`src/hdl/utf8v_pkg.sv`:
```
`timescale 1ns / 1ps

package utf8v_pkg;

   localparam int DataWidth     = 8;
   localparam int CountWidth    = 17;
   localparam int LengthWidth   = 16;
   localparam int CodeWidth     = 21;
   localparam int CsrIndexWidth = 8;

   localparam logic [CsrIndexWidth-1:0] RegMaxLength      = 8'd0;
   localparam logic [CsrIndexWidth-1:0] RegAllowMultiline = 8'd1;

   localparam logic [LengthWidth-1:0] MaxLengthReset = 16'd2048;

   localparam logic [DataWidth-1:0] ByteTab     = 8'h09;
   localparam logic [DataWidth-1:0] ByteNewline = 8'h0a;
   localparam logic [DataWidth-1:0] ByteReturn  = 8'h0d;
   localparam logic [DataWidth-1:0] ByteSpace   = 8'h20;
   localparam logic [DataWidth-1:0] ByteDelete  = 8'h7f;
   localparam logic [DataWidth-1:0] ByteLead2Lo = 8'hc2;
   localparam logic [DataWidth-1:0] ByteLead2Hi = 8'hdf;
   localparam logic [DataWidth-1:0] ByteLead3Lo = 8'he0;
   localparam logic [DataWidth-1:0] ByteLead3Hi = 8'hef;
   localparam logic [DataWidth-1:0] ByteLead4Lo = 8'hf0;
   localparam logic [DataWidth-1:0] ByteLead4Hi = 8'hf4;

   localparam logic [CodeWidth-1:0] MinTwoByte   = 21'h000080;
   localparam logic [CodeWidth-1:0] MinThreeByte = 21'h000800;
   localparam logic [CodeWidth-1:0] MinFourByte  = 21'h010000;
   localparam logic [CodeWidth-1:0] MaxScalar    = 21'h10ffff;
   localparam logic [CodeWidth-1:0] SurrogateLo  = 21'h00d800;
   localparam logic [CodeWidth-1:0] SurrogateHi  = 21'h00dfff;

   typedef struct packed {
      logic [DataWidth-1:0] data_byte;
      logic                 has_byte;
      logic                 end_of_text;
   } item_type;

endpackage

```
`src/hdl/utf8v_track.sv`:
```
`timescale 1ns / 1ps

module utf8v_track (
   input  logic                              clock,
   input  logic                              reset,
   input  logic                              go,
   input  utf8v_pkg::item_type               item,
   input  logic [utf8v_pkg::LengthWidth-1:0] max_length,
   input  logic                              allow_multiline,
   output logic                              text_ok
);
   import utf8v_pkg::*;

   logic [CountWidth-1:0] count_ff, count_in;
   logic [1:0]            pend_ff, pend_in;
   logic [1:0]            seq_ff, seq_in;
   logic [CodeWidth-1:0]  code_ff, code_in;
   logic                  visible_ff, visible_in;
   logic                  failed_ff, failed_in;

   logic [DataWidth-1:0]  b;
   logic [CountWidth-1:0] count_n;
   logic [1:0]            pend_n, seq_n;
   logic [CodeWidth-1:0]  code_n, code_shift;
   logic                  visible_n, failed_n;
   logic                  ctrl_allowed;
   logic                  bad_scalar;

   always_comb begin
      b          = item.data_byte;
      count_n    = count_ff;
      pend_n     = pend_ff;
      seq_n      = seq_ff;
      code_n     = code_ff;
      visible_n  = visible_ff;
      failed_n   = failed_ff;
      code_shift = {code_ff[CodeWidth-7:0], b[5:0]};
      ctrl_allowed = allow_multiline &&
                     (b == ByteTab || b == ByteNewline || b == ByteReturn);
      bad_scalar = 1'b0;
      if (seq_ff == 2'd1 && code_shift < MinTwoByte) bad_scalar = 1'b1;
      if (seq_ff == 2'd2 && code_shift < MinThreeByte) bad_scalar = 1'b1;
      if (seq_ff == 2'd3 && code_shift < MinFourByte) bad_scalar = 1'b1;
      if (code_shift > MaxScalar) bad_scalar = 1'b1;
      if (code_shift >= SurrogateLo && code_shift <= SurrogateHi) bad_scalar = 1'b1;

      if (item.has_byte) begin
         if (count_ff != {CountWidth{1'b1}}) begin
            count_n = count_ff + 1'b1;
         end
         if (!failed_ff) begin
            if (pend_ff != 2'd0) begin
               if (b[7:6] != 2'b10) begin
                  failed_n = 1'b1;
               end else begin
                  code_n = code_shift;
                  pend_n = pend_ff - 2'd1;
                  if (pend_ff == 2'd1 && bad_scalar) begin
                     failed_n = 1'b1;
                  end
               end
            end else if ((b < ByteSpace && !ctrl_allowed) || b == ByteDelete) begin
               failed_n = 1'b1;
            end else begin
               if (b > ByteSpace) begin
                  visible_n = 1'b1;
               end
               if (b[7]) begin
                  if (b >= ByteLead2Lo && b <= ByteLead2Hi) begin
                     pend_n = 2'd1;
                     seq_n  = 2'd1;
                     code_n = {{(CodeWidth-5){1'b0}}, b[4:0]};
                  end else if (b >= ByteLead3Lo && b <= ByteLead3Hi) begin
                     pend_n = 2'd2;
                     seq_n  = 2'd2;
                     code_n = {{(CodeWidth-4){1'b0}}, b[3:0]};
                  end else if (b >= ByteLead4Lo && b <= ByteLead4Hi) begin
                     pend_n = 2'd3;
                     seq_n  = 2'd3;
                     code_n = {{(CodeWidth-3){1'b0}}, b[2:0]};
                  end else begin
                     failed_n = 1'b1;
                  end
               end
            end
         end
      end

      text_ok = !failed_n && count_n != '0 &&
                count_n <= {1'b0, max_length} && pend_n == 2'd0 && visible_n;

      count_in   = count_ff;
      pend_in    = pend_ff;
      seq_in     = seq_ff;
      code_in    = code_ff;
      visible_in = visible_ff;
      failed_in  = failed_ff;
      if (go) begin
         if (item.end_of_text) begin
            count_in   = '0;
            pend_in    = '0;
            seq_in     = '0;
            code_in    = '0;
            visible_in = 1'b0;
            failed_in  = 1'b0;
         end else begin
            count_in   = count_n;
            pend_in    = pend_n;
            seq_in     = seq_n;
            code_in    = code_n;
            visible_in = visible_n;
            failed_in  = failed_n;
         end
      end
   end

   always_ff @(posedge clock) begin
      if (reset) begin
         count_ff   <= '0;
         pend_ff    <= '0;
         seq_ff     <= '0;
         code_ff    <= '0;
         visible_ff <= 1'b0;
         failed_ff  <= 1'b0;
      end else begin
         count_ff   <= count_in;
         pend_ff    <= pend_in;
         seq_ff     <= seq_in;
         code_ff    <= code_in;
         visible_ff <= visible_in;
         failed_ff  <= failed_in;
      end
   end

endmodule

```
`src/hdl/utf8_text_validator_core.sv`:
```
`timescale 1ns / 1ps

// Checks a text that arrives one byte per beat and returns one beat with
// text_ok on the beat that carries end_of_text. A beat is taken into an input
// register; the decode state is updated from it, and for a closing beat the
// verdict lands in an output register as the state updates. The block takes
// one beat per cycle unless a closing beat waits behind a verdict held by rsp_stall.
// The decode state register is the only loop and holds one byte's update.
// Registers may be written only while no beat is in flight.

module utf8_text_validator_core (
   input  logic                                clock,
   input  logic                                reset,
   input  logic                                req_valid,
   output logic                                req_stall,
   input  logic [utf8v_pkg::DataWidth-1:0]     req_data_byte,
   input  logic                                req_has_byte,
   input  logic                                req_end_of_text,
   output logic                                rsp_valid,
   input  logic                                rsp_stall,
   output logic                                rsp_text_ok,
   input  logic                                csr_valid,
   output logic                                csr_ready,
   input  logic [utf8v_pkg::CsrIndexWidth-1:0] csr_index,
   input  logic [utf8v_pkg::LengthWidth-1:0]   csr_data
);
   import utf8v_pkg::*;

   logic                   in_valid_ff, in_valid_in;
   item_type               item_ff, item_in;
   logic                   out_valid_ff, out_valid_in;
   logic                   out_ok_ff, out_ok_in;
   logic [LengthWidth-1:0] max_length_ff, max_length_in;
   logic                   multiline_ff, multiline_in;

   logic out_free;
   logic proc_go;
   logic take_req;
   logic text_ok;

   assign csr_ready = 1'b1;

   assign out_free  = !out_valid_ff || !rsp_stall;
   assign proc_go   = in_valid_ff && (!item_ff.end_of_text || out_free);
   assign req_stall = in_valid_ff && !proc_go;
   assign take_req  = req_valid && !req_stall;

   assign rsp_valid   = out_valid_ff;
   assign rsp_text_ok = out_ok_ff;

   utf8v_track u_track (
      .clock           (clock),
      .reset           (reset),
      .go              (proc_go),
      .item            (item_ff),
      .max_length      (max_length_ff),
      .allow_multiline (multiline_ff),
      .text_ok         (text_ok)
   );

   always_comb begin
      in_valid_in = in_valid_ff;
      item_in     = item_ff;
      if (take_req) begin
         in_valid_in = 1'b1;
         item_in     = '{data_byte: req_data_byte, has_byte: req_has_byte,
                         end_of_text: req_end_of_text};
      end else if (proc_go) begin
         in_valid_in = 1'b0;
      end

      out_valid_in = out_valid_ff;
      out_ok_in    = out_ok_ff;
      if (proc_go && item_ff.end_of_text) begin
         out_valid_in = 1'b1;
         out_ok_in    = text_ok;
      end else if (out_valid_ff && !rsp_stall) begin
         out_valid_in = 1'b0;
      end

      max_length_in = max_length_ff;
      multiline_in  = multiline_ff;
      if (csr_valid && csr_ready) begin
         unique case (csr_index)
            RegMaxLength:      max_length_in = csr_data;
            RegAllowMultiline: multiline_in  = csr_data[0];
            default: ;
         endcase
      end
   end

   always_ff @(posedge clock) begin
      if (reset) begin
         in_valid_ff   <= 1'b0;
         out_valid_ff  <= 1'b0;
         max_length_ff <= MaxLengthReset;
         multiline_ff  <= 1'b0;
      end else begin
         in_valid_ff   <= in_valid_in;
         out_valid_ff  <= out_valid_in;
         max_length_ff <= max_length_in;
         multiline_ff  <= multiline_in;
      end
   end

   always_ff @(posedge clock) begin
      item_ff   <= item_in;
      out_ok_ff <= out_ok_in;
   end

   a_end_gives_result: assert property (@(posedge clock) disable iff (reset)
      (proc_go && item_ff.end_of_text) |=> rsp_valid)
      else $error("closing beat did not produce a result");

   a_stall_only_when_full: assert property (@(posedge clock) disable iff (reset)
      req_stall |-> (in_valid_ff && item_ff.end_of_text && out_valid_ff && rsp_stall))
      else $error("input stalled without a blocked result");

   a_no_result_without_end: assert property (@(posedge clock) disable iff (reset)
      (!rsp_valid && !(proc_go && item_ff.end_of_text)) |=> !rsp_valid)
      else $error("result appeared without a closing beat");

endmodule

```
`config.mk`:
```
export PLATFORM = sky130hd
export DESIGN_NAME = utf8_text_validator_core
export DESIGN_NICKNAME = d
export VERILOG_FILES = /design/src/hdl/utf8v_pkg.sv /design/src/hdl/utf8v_track.sv /design/src/hdl/utf8_text_validator_core.sv
export SDC_FILE = /design/constraint.sdc
export NUM_CORES = 1
export LEC_CHECK = 0
export BUFFER_PORTS_ARGS = -buffer_cell sky130_fd_sc_hd__buf_2
export CAP_MARGIN = 5
export CORE_MARGIN = 5
export CORE_UTILIZATION = 34
export DETAILED_ROUTE_END_ITERATION = 8
export PLACE_DENSITY = 0.55
export SLEW_MARGIN = 25
export SYNTH_ARGS = -nofsm -noshare
export SYNTH_HDL_FRONTEND = slang
export SYNTH_SLANG_ARGS = --single-unit
```
`constraint.sdc`:
```
create_clock -name clock -period 4.4 [get_ports clock]
set_input_delay 0.88 -clock clock [delete_from_list [all_inputs] [get_ports clock]]
set_output_delay 0.88 -clock clock [all_outputs]
set_load 0.02 [all_outputs]
```
==> implementation parameters <==
Parameter                              Value

Run status
  Status    complete, no violations

Synthesis
  Number of enable-type register cells in the synthesized netlist    11
  Async set or reset register ratio after synthesis    0
  Commonest register cell after synthesis    sky130_fd_sc_hd__dfxtp_1
  Fraction of synthesized cell area in xor and xnor cells    0.0294
  Post-Synth Simple-Gate Area    0.262
  Number of distinct library cells after synthesis    63
  Number of nets in the synthesized netlist    511
  Synthesized-area fraction occupied by adder cells    0.0614
  Synthesized flop and latch total    68
  Dominant combinational cell family by area after synthesis    simple AND/OR/NAND/NOR gates
  Syn Std Cell Area    3870 µm²
  Number of warnings printed during yosys synthesis    0
  Sequential fraction of the synthesis area    0.380
  Average footprint of a synthesized cell    8.55 µm²
  Portion of netlist area occupied by mux cells    0.0549
  Post-Synthesis Cells    453
  Share of the synthesized area in compound gates (AO/OA/AOI/OAI)    0.153

STA
  Share of the clock period used by the worst path after layout    0.827
  Fmax    0.275 GHz
  Post-Route Setup TNS    0 ns
  Final worst-path setup slack    0.759 ns
  Max transition margin    0.304
  Min cycle time layout    3.64 ns
  Total setup violations reported at the end of the flow    0
  Max-slew violation total from the final report    0
  Slew @ Worst Pin    1.04 ns
  Number of failing hold endpoints at the final stage    0
  Clock skew    0.00614 ns
  RSZ-0062 raised after global routing    no

Hold path
  Kind of path behind the tightest hold check    register to register
  Depth of the worst hold-timing path    2
  Endpoint with the worst hold slack    u_track.seq_ff[1]
  Hold wc startpoint    u_track.seq_ff[1]

Clock network
  Clock sinks    68
  Number of resized instances in the post-cts repair step    0
  TritonCTS clock tree    yes
  Clock latency on the worst-skew pair    0.33 ns
  Clock transition at the register clock pins on the worst setup and hold paths after CTS    0.06 ns
  Htree depth    3
  Setup fix buffers added after clock tree synthesis    0
  Clock buffers created by TritonCTS    9
  # hold bufs at CTS    0
  Clock root buffer    sky130_fd_sc_hd__clkbuf_16
  Buffer levels on the longest clock path    2

Routing
  Detailed-router iteration count before antenna repair    4
  Average routed wire per standard cell    14.6 µm
  Count of vias placed by the detailed router    3279
  DR top layer    met4
  Starting DRT DRC Count    179
  Routed metal-1 wirelength    4450 µm
  Antenna Nets Post-Route    0
  Length of routed met3 wiring    408 µm
  Detailed-route wire length    9190 µm
  Post-detailed-route DRC marker count    0
  Met2 layer wire length in the routed design    4230 µm
  Vias per Instance    5.22

Floorplanning
  Count of boundary I/O pins    43
  Initial core utilization    0.343
  Die height    117 µm
  Area of the placeable core    11300 µm²
  Area of the die    13600 µm²
  Die Width    117 µm
  Cell Rows    39

Global route
  Via count of the first global-routing pass    3268
  Remaining global-route overflow    0
  Maximum number of pins on one net before global-route repair    57
  Total Routing Usage GR    0.144
  Initial antenna violation count    0
  Wire length of the first global-routing pass    15500 µm

Setup path
  Reg2reg setup slack    0.76 ns
  Reg-to-reg startpoint    u_track.count_ff[0]
  CP startpoint kind    register
  R2R Path End    rsp_text_ok
  Data arrival, critical path    3.82 ns
  Cell count of the worst reg-to-reg path    12
  Required time of the critical path    4.58 ns
  Type of destination of the critical path    register
  Critical Path Fanout Max    6
  Crit Path Class    register to register

Placed design
  Number of buffers added on ports    41
  Number of cells after detailed placement    612
  Post-placement worst setup slack    0.780 ns
  Half-perimeter wire length after detailed placement    6750 µm
  Final estimated routing congestion in global placement    0.835

Final layout
  Final nets    538
  Area growth from synthesis to layout    15.3%
  Multi-input logic area    2180 µm²
  Share of post-route cells with drive strength above 1    0.151
  Final cell count without fillers    628
  Storage cell area    1470 µm²
  Number of filler instances in the final layout    1143
  # diodes    0

Power
  Leakage component of the power    0.00170 µW
  Peak supply drop    0.232 mV
  Sequential share of power    0.420
  Net switching power    331 µW
  Combinational cell fraction of total power    0.052
  Clock share of power    0.528
  Int Power    1230 µW
  Cell Pwr Density    350 nW/µm²
  Proportion of total power due to net switching    0.212

Job
  Max-cap check violation count    0
[sequential cells by signal, indices dropped and copies added, names as in the netlist]
name,count
u_track.visible_ff,1
u_track.code_ff,15
in_valid_ff,1
rsp_text_ok,1
multiline_ff,1
u_track.failed_ff,1
item_ff,10
rsp_valid,1
u_track.seq_ff,2
u_track.pend_ff,2
u_track.count_ff,17
max_length_ff,16
[power by group through the flow]
stage / clock network [µW] / logic [µW] / registers [µW]
3_5_place_dp: 0 / 82.2 / 669
3_3_place_gp: 0 / 81.8 / 669
4_1_cts: 844 / 82.5 / 655
2_1_floorplan: 0 / 55.1 / 662
6_report: 824 / 81.8 / 656
5_1_grt: 872 / 91.6 / 657
[logic make-up after synthesis]
kind of cell / count (synthesis)
flip-flops: 68
other: 1
AND/OR/NAND/NOR: 190
XOR/XNOR: 13
buffers and inverters: 47
AO/OA/AOI/OAI: 94
adder cells (fa/ha/maj): 19
multiplexers: 21
[worst max-delay path by stage]
stage / startpoint / endpoint / slack, ns / cells past startpoint
finish: u_track.count_ff[0] / rsp_text_ok / 0.76 / 12
global route: u_track.count_ff[1] / rsp_text_ok / 0.36 / 12
CTS: u_track.count_ff[6] / rsp_text_ok / 0.77 / 13
floorplan: u_track.count_ff[6] / rsp_text_ok / 1.06 / 15
global placement: u_track.count_ff[6] / rsp_text_ok / 0.87 / 13
detailed placement: u_track.count_ff[0] / rsp_text_ok / 0.78 / 12
[layer usage]
layer / track usage / up-vias
met5: 0 / -
met4: 0.0520 / 0
met3: 0.0285 / 10
met2: 0.231 / 63
met1: 0.191 / 1517
li1: - / 1689
[synthesized netlist by cell type (13+ instances only)]
cell	instances	share of area
sky130_fd_sc_hd__nor2_1	61	0.059
sky130_fd_sc_hd__dfxtp_1	57	0.29
sky130_fd_sc_hd__o21ai_0	27	0.035
sky130_fd_sc_hd__a21oi_1	23	0.030
sky130_fd_sc_hd__nand2_1	22	0.021
sky130_fd_sc_hd__nand3_1	22	0.028
sky130_fd_sc_hd__inv_1	21	0.020
sky130_fd_sc_hd__ha_1	19	0.061
sky130_fd_sc_hd__mux2i_1	19	0.049
sky130_fd_sc_hd__a22oi_1	17	0.033
sky130_fd_sc_hd__clkbuf_1	13	0.013
[final cells by class]
type	instances	share of cell area
clock buffers	10	0.0513
clock inverters	6	0.0252
inverters	21	0.0177
multi-input cells	338	0.488
flip-flops and latches	68	0.330
well taps	143	0.0401
repair buffers	42	0.0482
[through the flow]
| step | hold WS [ns] | utilization | power [µW] | cell area, µm² |
|---|---|---|---|---|
| 4_1_cts | 0.451 | 0.396 | 1580 | 4460 |
| 3_3_place_gp | 0.443 | 0.366 | 750 | 4120 |
| 2_1_floorplan | 0.428 | - | 717 | 3870 |
| 6_report | 0.450 | 0.396 | 1560 | 4460 |
| 5_1_grt | 0.464 | 0.396 | 1620 | 4460 |
| 3_5_place_dp | 0.445 | 0.366 | 751 | 4120 |
[critical path, cell delays in order (launching register included)]
cell,delay (ns)
sky130_fd_sc_hd__dfxtp_1,0.41
sky130_fd_sc_hd__ha_1,0.24
sky130_fd_sc_hd__and4_1,0.31
sky130_fd_sc_hd__nand2_1,0.12
sky130_fd_sc_hd__a211oi_1,0.50
sky130_fd_sc_hd__and3_1,0.25
sky130_fd_sc_hd__xor2_1,0.09
sky130_fd_sc_hd__ha_1,0.23
sky130_fd_sc_hd__a2111oi_0,0.38
sky130_fd_sc_hd__o211ai_1,0.13
sky130_fd_sc_hd__a311o_1,0.33
sky130_fd_sc_hd__a2111o_1,0.36
sky130_fd_sc_hd__a31oi_1,0.13
[cells in the final DEF (no fill, tap or decap), drive strengths merged, types with 2 or more instances in the layout]
cell | Yosys | final
nand4 | 10 | 10
o31ai | 2 | 2
o21ai | 28 | 28
inv | 21 | 21
a32oi | 2 | 2
nand3b | 3 | 3
nor2b | 5 | 5
clkinv | 0 | 3
and3 | 8 | 8
xnor2 | 5 | 5
a22oi | 17 | 17
or3 | 4 | 4
nand2 | 22 | 22
and4 | 5 | 5
a21oi | 23 | 23
a211oi | 2 | 2
o211ai | 2 | 2
or2 | 2 | 2
clkbuf | 14 | 10
o21a | 3 | 3
nor3 | 12 | 12
nor4b | 4 | 4
nor2 | 62 | 62
nor4 | 7 | 7
ha | 19 | 19
a31oi | 6 | 6
mux2 | 2 | 2
a2111oi | 2 | 2
buf | 12 | 42
nand2b | 12 | 12
edfxtp | 11 | 11
bufinv | 0 | 3
mux2i | 19 | 19
and2 | 6 | 6
nand3 | 22 | 22
xor2 | 8 | 8
dfxtp | 57 | 57
Power figures use the tool's default switching activity.
